--- config.mk ---
export PLATFORM = sky130hd
export DESIGN_NAME = actuator_stop_qualifier_core
export DESIGN_NICKNAME = d
export VERILOG_FILES = /design/src/hdl/asq_pkg.sv /design/src/hdl/asq_cfg_regs.sv /design/src/hdl/asq_step.sv /design/src/hdl/actuator_stop_qualifier_core.sv
export SDC_FILE = /design/constraint.sdc
export NUM_CORES = 1
export LEC_CHECK = 0
export BUFFER_PORTS_ARGS = -buffer_cell sky130_fd_sc_hd__buf_2
export CAP_MARGIN = 10
export CORE_MARGIN = 3
export CORE_UTILIZATION = 45
export DETAILED_ROUTE_END_ITERATION = 7
export MAX_ROUTING_LAYER = met4
export PLACE_DENSITY = 0.59
export SETUP_SLACK_MARGIN = 0.3
export SLEW_MARGIN = 0
export SYNTH_ARGS = -nofsm -noshare
export SYNTH_HDL_FRONTEND = slang
export SYNTH_HIERARCHICAL = 1
export SYNTH_SLANG_ARGS = --single-unit
--- constraint.sdc ---
create_clock -name clk_i -period 5.54 [get_ports clk_i]
set_clock_uncertainty 0.15 [all_clocks]
set_input_delay 0.554 -clock clk_i [delete_from_list [all_inputs] [get_ports clk_i]]
set_output_delay 0.554 -clock clk_i [all_outputs]
set_load 0.02 [all_outputs]
--- src/hdl/asq_pkg.sv ---
`timescale 1ns / 1ps

package asq_pkg;

  // Operating modes as held in the mode register (codes 6 and 7 are invalid)
  localparam logic [2:0] MODE_OPEN        = 3'd0;
  localparam logic [2:0] MODE_CLOSE       = 3'd1;
  localparam logic [2:0] MODE_FORCE_CLOSE = 3'd2;
  localparam logic [2:0] MODE_RAISE       = 3'd3;
  localparam logic [2:0] MODE_LOWER       = 3'd4;
  localparam logic [2:0] MODE_LOWER_TIMED = 3'd5;

  // Configuration register indexes
  localparam logic [2:0] REG_MODE     = 3'd0;
  localparam logic [2:0] REG_OPEN_TH  = 3'd1;
  localparam logic [2:0] REG_CLOSE_TH = 3'd2;
  localparam logic [2:0] REG_LIFT_TH  = 3'd3;
  localparam logic [2:0] REG_BAND     = 3'd4;
  localparam logic [2:0] REG_CONFIRM  = 3'd5;
  localparam logic [2:0] REG_TIMEOUT  = 3'd6;

  // Reset values of the configuration registers
  localparam logic [2:0]  RST_MODE     = MODE_OPEN;
  localparam logic [11:0] RST_OPEN_TH  = 12'd1200;
  localparam logic [11:0] RST_CLOSE_TH = 12'd980;
  localparam logic [11:0] RST_LIFT_TH  = 12'd1500;
  localparam logic [11:0] RST_BAND     = 12'd50;
  localparam logic [5:0]  RST_CONFIRM  = 6'd10;
  localparam logic [15:0] RST_TIMEOUT  = 16'd1000;

  // Stop causes
  localparam logic [1:0] CAUSE_NONE    = 2'd0;
  localparam logic [1:0] CAUSE_LEVEL   = 2'd1;
  localparam logic [1:0] CAUSE_STALL   = 2'd2;
  localparam logic [1:0] CAUSE_TIMEOUT = 2'd3;

  // Servo pulse values
  localparam logic [9:0] DUTY_OPEN    = 10'd125;
  localparam logic [9:0] DUTY_NEUTRAL = 10'd75;
  localparam logic [9:0] DUTY_CLOSE   = 10'd25;

  // Converter channels
  localparam logic [1:0] CHAN_UPPER   = 2'd0;
  localparam logic [1:0] CHAN_LOWER   = 2'd1;
  localparam logic [1:0] CHAN_GRIPPER = 2'd2;

  localparam logic [16:0] ELAPSED_MAX = 17'h1FFFF;

  typedef struct packed {
    logic [2:0]  mode;
    logic [11:0] open_th;
    logic [11:0] close_th;
    logic [11:0] lift_th;
    logic [11:0] band;
    logic [5:0]  confirm;
    logic [15:0] timeout;
  } cfg_t;

  typedef struct packed {
    logic [9:0] servo_duty;
    logic       motor_up;
    logic       motor_down;
    logic [1:0] adc_channel;
    logic       done;
    logic [1:0] cause;
  } res_t;

endpackage

--- src/hdl/asq_cfg_regs.sv ---
`timescale 1ns / 1ps

module asq_cfg_regs (
  input  logic               clk_i,
  input  logic               rst_ni,
  input  logic               cfg_valid_i,
  input  logic [2:0]         cfg_index_i,
  input  logic [15:0]        cfg_data_i,
  output asq_pkg::cfg_t      cfg_o
);

  asq_pkg::cfg_t cfg_q;

  always_ff @(posedge clk_i or negedge rst_ni) begin
    if (!rst_ni) begin
      cfg_q.mode     <= asq_pkg::RST_MODE;
      cfg_q.open_th  <= asq_pkg::RST_OPEN_TH;
      cfg_q.close_th <= asq_pkg::RST_CLOSE_TH;
      cfg_q.lift_th  <= asq_pkg::RST_LIFT_TH;
      cfg_q.band     <= asq_pkg::RST_BAND;
      cfg_q.confirm  <= asq_pkg::RST_CONFIRM;
      cfg_q.timeout  <= asq_pkg::RST_TIMEOUT;
    end else if (cfg_valid_i) begin
      unique case (cfg_index_i)
        asq_pkg::REG_MODE:     cfg_q.mode     <= cfg_data_i[2:0];
        asq_pkg::REG_OPEN_TH:  cfg_q.open_th  <= cfg_data_i[11:0];
        asq_pkg::REG_CLOSE_TH: cfg_q.close_th <= cfg_data_i[11:0];
        asq_pkg::REG_LIFT_TH:  cfg_q.lift_th  <= cfg_data_i[11:0];
        asq_pkg::REG_BAND:     cfg_q.band     <= cfg_data_i[11:0];
        asq_pkg::REG_CONFIRM:  cfg_q.confirm  <= cfg_data_i[5:0];
        asq_pkg::REG_TIMEOUT:  cfg_q.timeout  <= cfg_data_i;
        default: ; // drop writes beyond the register list
      endcase
    end
  end

  assign cfg_o = cfg_q;

endmodule

--- src/hdl/asq_step.sv ---
`timescale 1ns / 1ps

module asq_step (
  input  logic           clk_i,
  input  logic           rst_ni,
  input  logic           fire_i,
  input  logic           start_i,
  input  logic [7:0]     reply_high_i,
  input  logic [7:0]     reply_low_i,
  input  asq_pkg::cfg_t  cfg_i,
  output asq_pkg::res_t  res_o
);

  logic        moving_q, moving_d;
  logic [6:0]  level_q, level_d;
  logic [6:0]  steady_q, steady_d;
  logic [11:0] last_q, last_d;
  logic [16:0] elapsed_q, elapsed_d;

  logic [11:0] sample;
  logic [11:0] thresh;
  logic        mode_ok;
  logic [6:0]  level_inc;
  logic [6:0]  steady_inc;
  logic        in_band;
  logic [1:0]  cause;

  assign sample     = {reply_high_i[3:0], reply_low_i};
  assign mode_ok    = (cfg_i.mode <= asq_pkg::MODE_LOWER_TIMED);
  assign level_inc  = level_q + 7'd1;
  assign steady_inc = steady_q + 7'd1;
  assign in_band    = (({1'b0, sample} + {1'b0, cfg_i.band}) > {1'b0, last_q}) &&
                      ({1'b0, sample} < ({1'b0, last_q} + {1'b0, cfg_i.band}));

  always_comb begin
    if (cfg_i.mode == asq_pkg::MODE_OPEN) begin
      thresh = cfg_i.open_th;
    end else if (cfg_i.mode <= asq_pkg::MODE_FORCE_CLOSE) begin
      thresh = cfg_i.close_th;
    end else begin
      thresh = cfg_i.lift_th;
    end
  end

  always_comb begin
    moving_d  = moving_q;
    level_d   = level_q;
    steady_d  = steady_q;
    last_d    = last_q;
    elapsed_d = elapsed_q;
    cause     = asq_pkg::CAUSE_NONE;
    if (start_i) begin
      moving_d  = mode_ok;
      level_d   = '0;
      steady_d  = '0;
      last_d    = '0;
      elapsed_d = '0;
    end else if (moving_q && !mode_ok) begin
      moving_d = 1'b0;
    end else if (moving_q) begin
      if (cfg_i.mode == asq_pkg::MODE_LOWER_TIMED && elapsed_q > {1'b0, cfg_i.timeout}) begin
        cause = asq_pkg::CAUSE_TIMEOUT;
      end else begin
        // leaky level counter: up above threshold, down by one toward zero otherwise
        if (sample > thresh) begin
          level_d = level_inc;
          if (level_inc > {1'b0, cfg_i.confirm}) begin
            cause = asq_pkg::CAUSE_LEVEL;
          end
        end else if (level_q != '0) begin
          level_d = level_q - 7'd1;
        end
        if (cause == asq_pkg::CAUSE_NONE && cfg_i.mode == asq_pkg::MODE_CLOSE) begin
          if (in_band) begin
            steady_d = steady_inc;
            if (steady_inc > {1'b0, cfg_i.confirm}) begin
              cause = asq_pkg::CAUSE_STALL;
            end
          end else begin
            steady_d = '0;
          end
        end
        last_d = sample;
        if (elapsed_q != asq_pkg::ELAPSED_MAX) begin
          elapsed_d = elapsed_q + 17'd1;
        end
      end
      if (cause != asq_pkg::CAUSE_NONE) begin
        moving_d = 1'b0;
      end
    end
  end

  // Drive after this item, neutral unless still moving
  always_comb begin
    res_o.servo_duty  = asq_pkg::DUTY_NEUTRAL;
    res_o.motor_up    = 1'b0;
    res_o.motor_down  = 1'b0;
    res_o.adc_channel = asq_pkg::CHAN_UPPER;
    res_o.done        = (cause != asq_pkg::CAUSE_NONE);
    res_o.cause       = cause;
    unique case (cfg_i.mode) inside
      asq_pkg::MODE_OPEN: begin
        res_o.adc_channel = asq_pkg::CHAN_GRIPPER;
        if (moving_d) res_o.servo_duty = asq_pkg::DUTY_OPEN;
      end
      asq_pkg::MODE_CLOSE, asq_pkg::MODE_FORCE_CLOSE: begin
        res_o.adc_channel = asq_pkg::CHAN_GRIPPER;
        if (moving_d) res_o.servo_duty = asq_pkg::DUTY_CLOSE;
      end
      asq_pkg::MODE_RAISE: begin
        res_o.adc_channel = asq_pkg::CHAN_UPPER;
        res_o.motor_up    = moving_d;
      end
      asq_pkg::MODE_LOWER, asq_pkg::MODE_LOWER_TIMED: begin
        res_o.adc_channel = asq_pkg::CHAN_LOWER;
        res_o.motor_down  = moving_d;
      end
      default: ; // invalid mode: neutral drive on the upper channel
    endcase
  end

  always_ff @(posedge clk_i or negedge rst_ni) begin
    if (!rst_ni) begin
      moving_q  <= 1'b0;
      level_q   <= '0;
      steady_q  <= '0;
      last_q    <= '0;
      elapsed_q <= '0;
    end else if (fire_i) begin
      moving_q  <= moving_d;
      level_q   <= level_d;
      steady_q  <= steady_d;
      last_q    <= last_d;
      elapsed_q <= elapsed_d;
    end
  end

`ifndef NO_ASSERTIONS
  a_done_ends_motion: assert property (@(posedge clk_i) disable iff (!rst_ni)
    (fire_i && res_o.done) |=> !moving_q)
    else $error("motion still active after a stopping item");

  a_idle_sample_quiet: assert property (@(posedge clk_i) disable iff (!rst_ni)
    (fire_i && !start_i && !moving_q) |->
      (res_o.cause == asq_pkg::CAUSE_NONE && res_o.servo_duty == asq_pkg::DUTY_NEUTRAL &&
       !res_o.motor_up && !res_o.motor_down))
    else $error("sample while idle produced drive or stop");

  a_elapsed_monotonic: assert property (@(posedge clk_i) disable iff (!rst_ni)
    (fire_i && !start_i) |=> (elapsed_q >= $past(elapsed_q)))
    else $error("elapsed count went backwards without a start");

  a_start_clears: assert property (@(posedge clk_i) disable iff (!rst_ni)
    (fire_i && start_i) |=>
      (level_q == '0 && steady_q == '0 && last_q == '0 && elapsed_q == '0))
    else $error("start did not clear the counters");

  a_stall_only_close: assert property (@(posedge clk_i) disable iff (!rst_ni)
    (fire_i && res_o.cause == asq_pkg::CAUSE_STALL) |-> (cfg_i.mode == asq_pkg::MODE_CLOSE))
    else $error("stall stop outside close mode");
`endif

endmodule

--- src/hdl/actuator_stop_qualifier_core.sv ---
`timescale 1ns / 1ps

// Channel  Direction  Handshake                 Payload
// in       input      in_valid_i / in_ready_o   start_req_i, reply_high_i, reply_low_i
// out      output     out_valid_o / out_ready_i servo_duty_o, motor_up_o, motor_down_o,
//                                               adc_channel_o, done_res_o, stop_cause_o
// cfg      input      cfg_valid_i / cfg_ready_o cfg_index_i, cfg_data_i
//
// One item per cycle sustained while the output is not stalled. An accepted item is held in
// the input register, and the decision logic and counter update run between it and the
// result register, from which the result is offered.
// Reset clears the motion state and loads the register defaults; no clearing pass.
// A stalled output holds the result register and, through it, the input register.

module actuator_stop_qualifier_core (
  input  logic        clk_i,
  input  logic        rst_ni,
  input  logic        in_valid_i,
  output logic        in_ready_o,
  input  logic        start_req_i,
  input  logic [7:0]  reply_high_i,
  input  logic [7:0]  reply_low_i,
  output logic        out_valid_o,
  input  logic        out_ready_i,
  output logic [9:0]  servo_duty_o,
  output logic        motor_up_o,
  output logic        motor_down_o,
  output logic [1:0]  adc_channel_o,
  output logic        done_res_o,
  output logic [1:0]  stop_cause_o,
  input  logic        cfg_valid_i,
  output logic        cfg_ready_o,
  input  logic [2:0]  cfg_index_i,
  input  logic [15:0] cfg_data_i
);

  asq_pkg::cfg_t cfg;
  asq_pkg::res_t res;
  asq_pkg::res_t res_q;

  logic       s1_valid_q;
  logic       s1_start_q;
  logic [7:0] s1_high_q;
  logic [7:0] s1_low_q;
  logic       out_valid_q;
  logic       out_free;
  logic       fire;

  assign cfg_ready_o = 1'b1;
  assign out_free    = !out_valid_q || out_ready_i;
  assign fire        = s1_valid_q && out_free;
  assign in_ready_o  = !s1_valid_q || out_free;

  asq_cfg_regs u_cfg (
    .clk_i       (clk_i),
    .rst_ni      (rst_ni),
    .cfg_valid_i (cfg_valid_i),
    .cfg_index_i (cfg_index_i),
    .cfg_data_i  (cfg_data_i),
    .cfg_o       (cfg)
  );

  asq_step u_step (
    .clk_i        (clk_i),
    .rst_ni       (rst_ni),
    .fire_i       (fire),
    .start_i      (s1_start_q),
    .reply_high_i (s1_high_q),
    .reply_low_i  (s1_low_q),
    .cfg_i        (cfg),
    .res_o        (res)
  );

  always_ff @(posedge clk_i or negedge rst_ni) begin
    if (!rst_ni) begin
      s1_valid_q  <= 1'b0;
      out_valid_q <= 1'b0;
    end else begin
      if (in_ready_o) s1_valid_q <= in_valid_i;
      if (out_free) out_valid_q <= s1_valid_q;
    end
  end

  // Payload registers: input on acceptance, result on fire; hold otherwise
  always_ff @(posedge clk_i) begin
    if (in_valid_i && in_ready_o) begin
      s1_start_q <= start_req_i;
      s1_high_q  <= reply_high_i;
      s1_low_q   <= reply_low_i;
    end
    if (fire) begin
      res_q <= res;
    end
  end

  assign out_valid_o   = out_valid_q;
  assign servo_duty_o  = res_q.servo_duty;
  assign motor_up_o    = res_q.motor_up;
  assign motor_down_o  = res_q.motor_down;
  assign adc_channel_o = res_q.adc_channel;
  assign done_res_o    = res_q.done;
  assign stop_cause_o  = res_q.cause;

endmodule

==> metrics.txt <==
placed cell count=1,196; Clock Latency Late Sink=0.43 ns; P_leak=4.74 nW; Hold Buf Count CTS=0; total track usage=0.213; DR vias=6,873; CP endpoint=servo_duty_o[6]$_DFFE_PP_; clock-pin slew on the worst setup and hold paths=0.07 ns; Slew HR=0.364; CP peak stage delay=0.59 ns; CP bufs+invs=0; Hold Crit Class=primary input to async pin; R2R depth=16; Crit path depth=16; Resize count post-CTS=0; hpwl dp=16,100 um; Cell Area, Synth=9460 um2; setup TNS=0 ns; via density per instance=5.60; share of cells above drive strength 1=0.205; commonest non-fill, non-tap cells in the layout=ha_1, dfrtp_1, inv_1; Slowest-stage cell, CP=dfstp_2; I/O pin count=61; Critical path origin=u_cfg/cfg_o[23]$_DFFE_PN1P_; Final setup viols=0; Worst-Margin Slew=0.954 ns; total clock buffers created by CTS=17; worst path cell trace=ha_1 > a21o_1 > a21oi_1 > nor2_1 > o41ai_1 > o221ai_1 > o41a_1 > xnor2_1 > ha_1 > nand3_1 > a21o_1 > a221oi_1 > o211ai_2 > o21ai_2 > o211ai_1 > a211o_1; final setup margin=0.768 ns; number of antenna diodes=0; CTS max path bufs=2; Peak VDD IR=0.000194 V; pwr dens=431 nW/um2; status=finished clean; Max Cap Viol=0; maximum clock rate=210 MHz; R2R Path Start=u_cfg/cfg_o[23]$_DFFE_PN1P_; Max FO, Critical Path=5; GRT overflow=0; die area=22,800 um2; Synth Instances=896; Crit path max-delay family=compound AO/OA/AOI/OAI gates; Core Util, Final=0.517; PortBufs=55; vias in the first global route=6,589; fin. max-slew vios=0; Power, Total=4.55 mW; period utilisation layout=0.861; startpoint types=register; Nets=1,081; Layout Cells excl Fill=1,228; endpoint class of the critical path=register; unrepaired setup endpoints after global routing=no; largest net degree at the start of global routing=71; min Tclk post-route=4.77 ns; setup bufs post-CTS=0; Final Wtd Congestion=0.855; commonest non-fill, non-tap cell in the layout=ha_1; worst endpoint data arrival time=4.80 ns; worst setup path class=register to register; Area growth, synth to finish=11.5%; DRT Pass-1 Iters=5; CTS root buffer=clkbuf_16; post-place instance area=9960 um2; Hold Slack=0.107 ns; worst r2r dst=servo_duty_o[6]$_DFFE_PP_; die width=151 um; post-route cell area=10,600 um2; global-route wire length before repair=36,200 um; Post-DRT Antenna Nets=0; CTS tree=done; std cell rows=52; core area=20,400 um2; internal reg-to-reg setup slack=0.77 ns; initial core utilization=0.463; Die Span Y=151 um; Avg Cell Area, Syn=10.6 um2; initial antenna violation count=0; Fin. Hold Viols=0; clock sink count=149; Worst Path Required=5.57 ns; # H-tree levels=4; synth warn=6; Post-Place Setup Slack=0.787 ns; Total Wirelength=22,400 um; drt wl/cell=18.3 um; drc violations=0; Iter 0 DRT Violations=359
## registers in the layout, indices dropped and copies added (netlist names), 4 cells and up
| name | count |
|---|---|
| u_step/elapsed_q | 17 |
| s1_low_q | 8 |
| u_step/last_q | 12 |
| u_cfg/cfg_o | 73 |
| s1_high_q | 4 |
| u_step/steady_q | 7 |
| servo_duty_o | 10 |
| u_step/level_q | 7 |
## power breakdown
| part | total, mW | switching (mW) | internal [mW] |
|---|---|---|---|
| clock network | 1.17 | 0.524 | 0.642 |
| registers | 1.57 | 0.204 | 1.37 |
| logic | 1.81 | 1.02 | 0.793 |
## worst register-to-register path, stage by stage (launching register included)
cell and delay, ns:
dfstp_2 0.59, ha_1 0.24, a21o_1 0.16, a21oi_1 0.26, nor2_1 0.10, o41ai_1 0.51
o221ai_1 0.29, o41a_1 0.38, xnor2_1 0.13, ha_1 0.29, nand3_1 0.09, a21o_1 0.16
a221oi_1 0.32, o211ai_2 0.23, o21ai_2 0.16, o211ai_1 0.15, a211o_1 0.32
## how the worst min path moves through the flow
stage	cells after the start	slack, ns	start	to
finish	1	0.11	rst_ni	u_step/level_q[1]$_DFFE_PN0P_
CTS	1	0.12	reply_low_i[4]	s1_low_q[4]$_DFFE_PP_
global placement	1	0.32	u_cfg/cfg_o[61]$_DFFE_PN0P_	u_cfg/cfg_o[61]$_DFFE_PN0P_
floorplan	0	0.11	rst_ni	out_valid_o$_DFFE_PN0P_
global route	1	0.12	reply_high_i[0]	s1_high_q[0]$_DFFE_PP_
detailed placement	1	0.33	u_cfg/cfg_o[67]$_DFFE_PN0P_	u_cfg/cfg_o[67]$_DFFE_PN0P_
## area by class of cell
type / count / area [um2]
clock inverter: 14 / 160
fill: 1888 / 9880
multi-input combinational: 655 / 5150
timing repair buffer: 63 / 338
clock buffer: 18 / 429
sequential: 149 / 3910
tap: 270 / 338
inverter: 59 / 221
## routing by layer
metal | wire (um) | vias to the layer above | global-route usage
met5 | 0 | - | -
li1 | - | 3384 | -
met2 | 10300 | 106 | 0.322
met3 | 670 | 14 | 0.0401
met4 | 171 | 0 | 0.0431
met1 | 11300 | 3369 | 0.302
(Power assumes the default switching activity.)
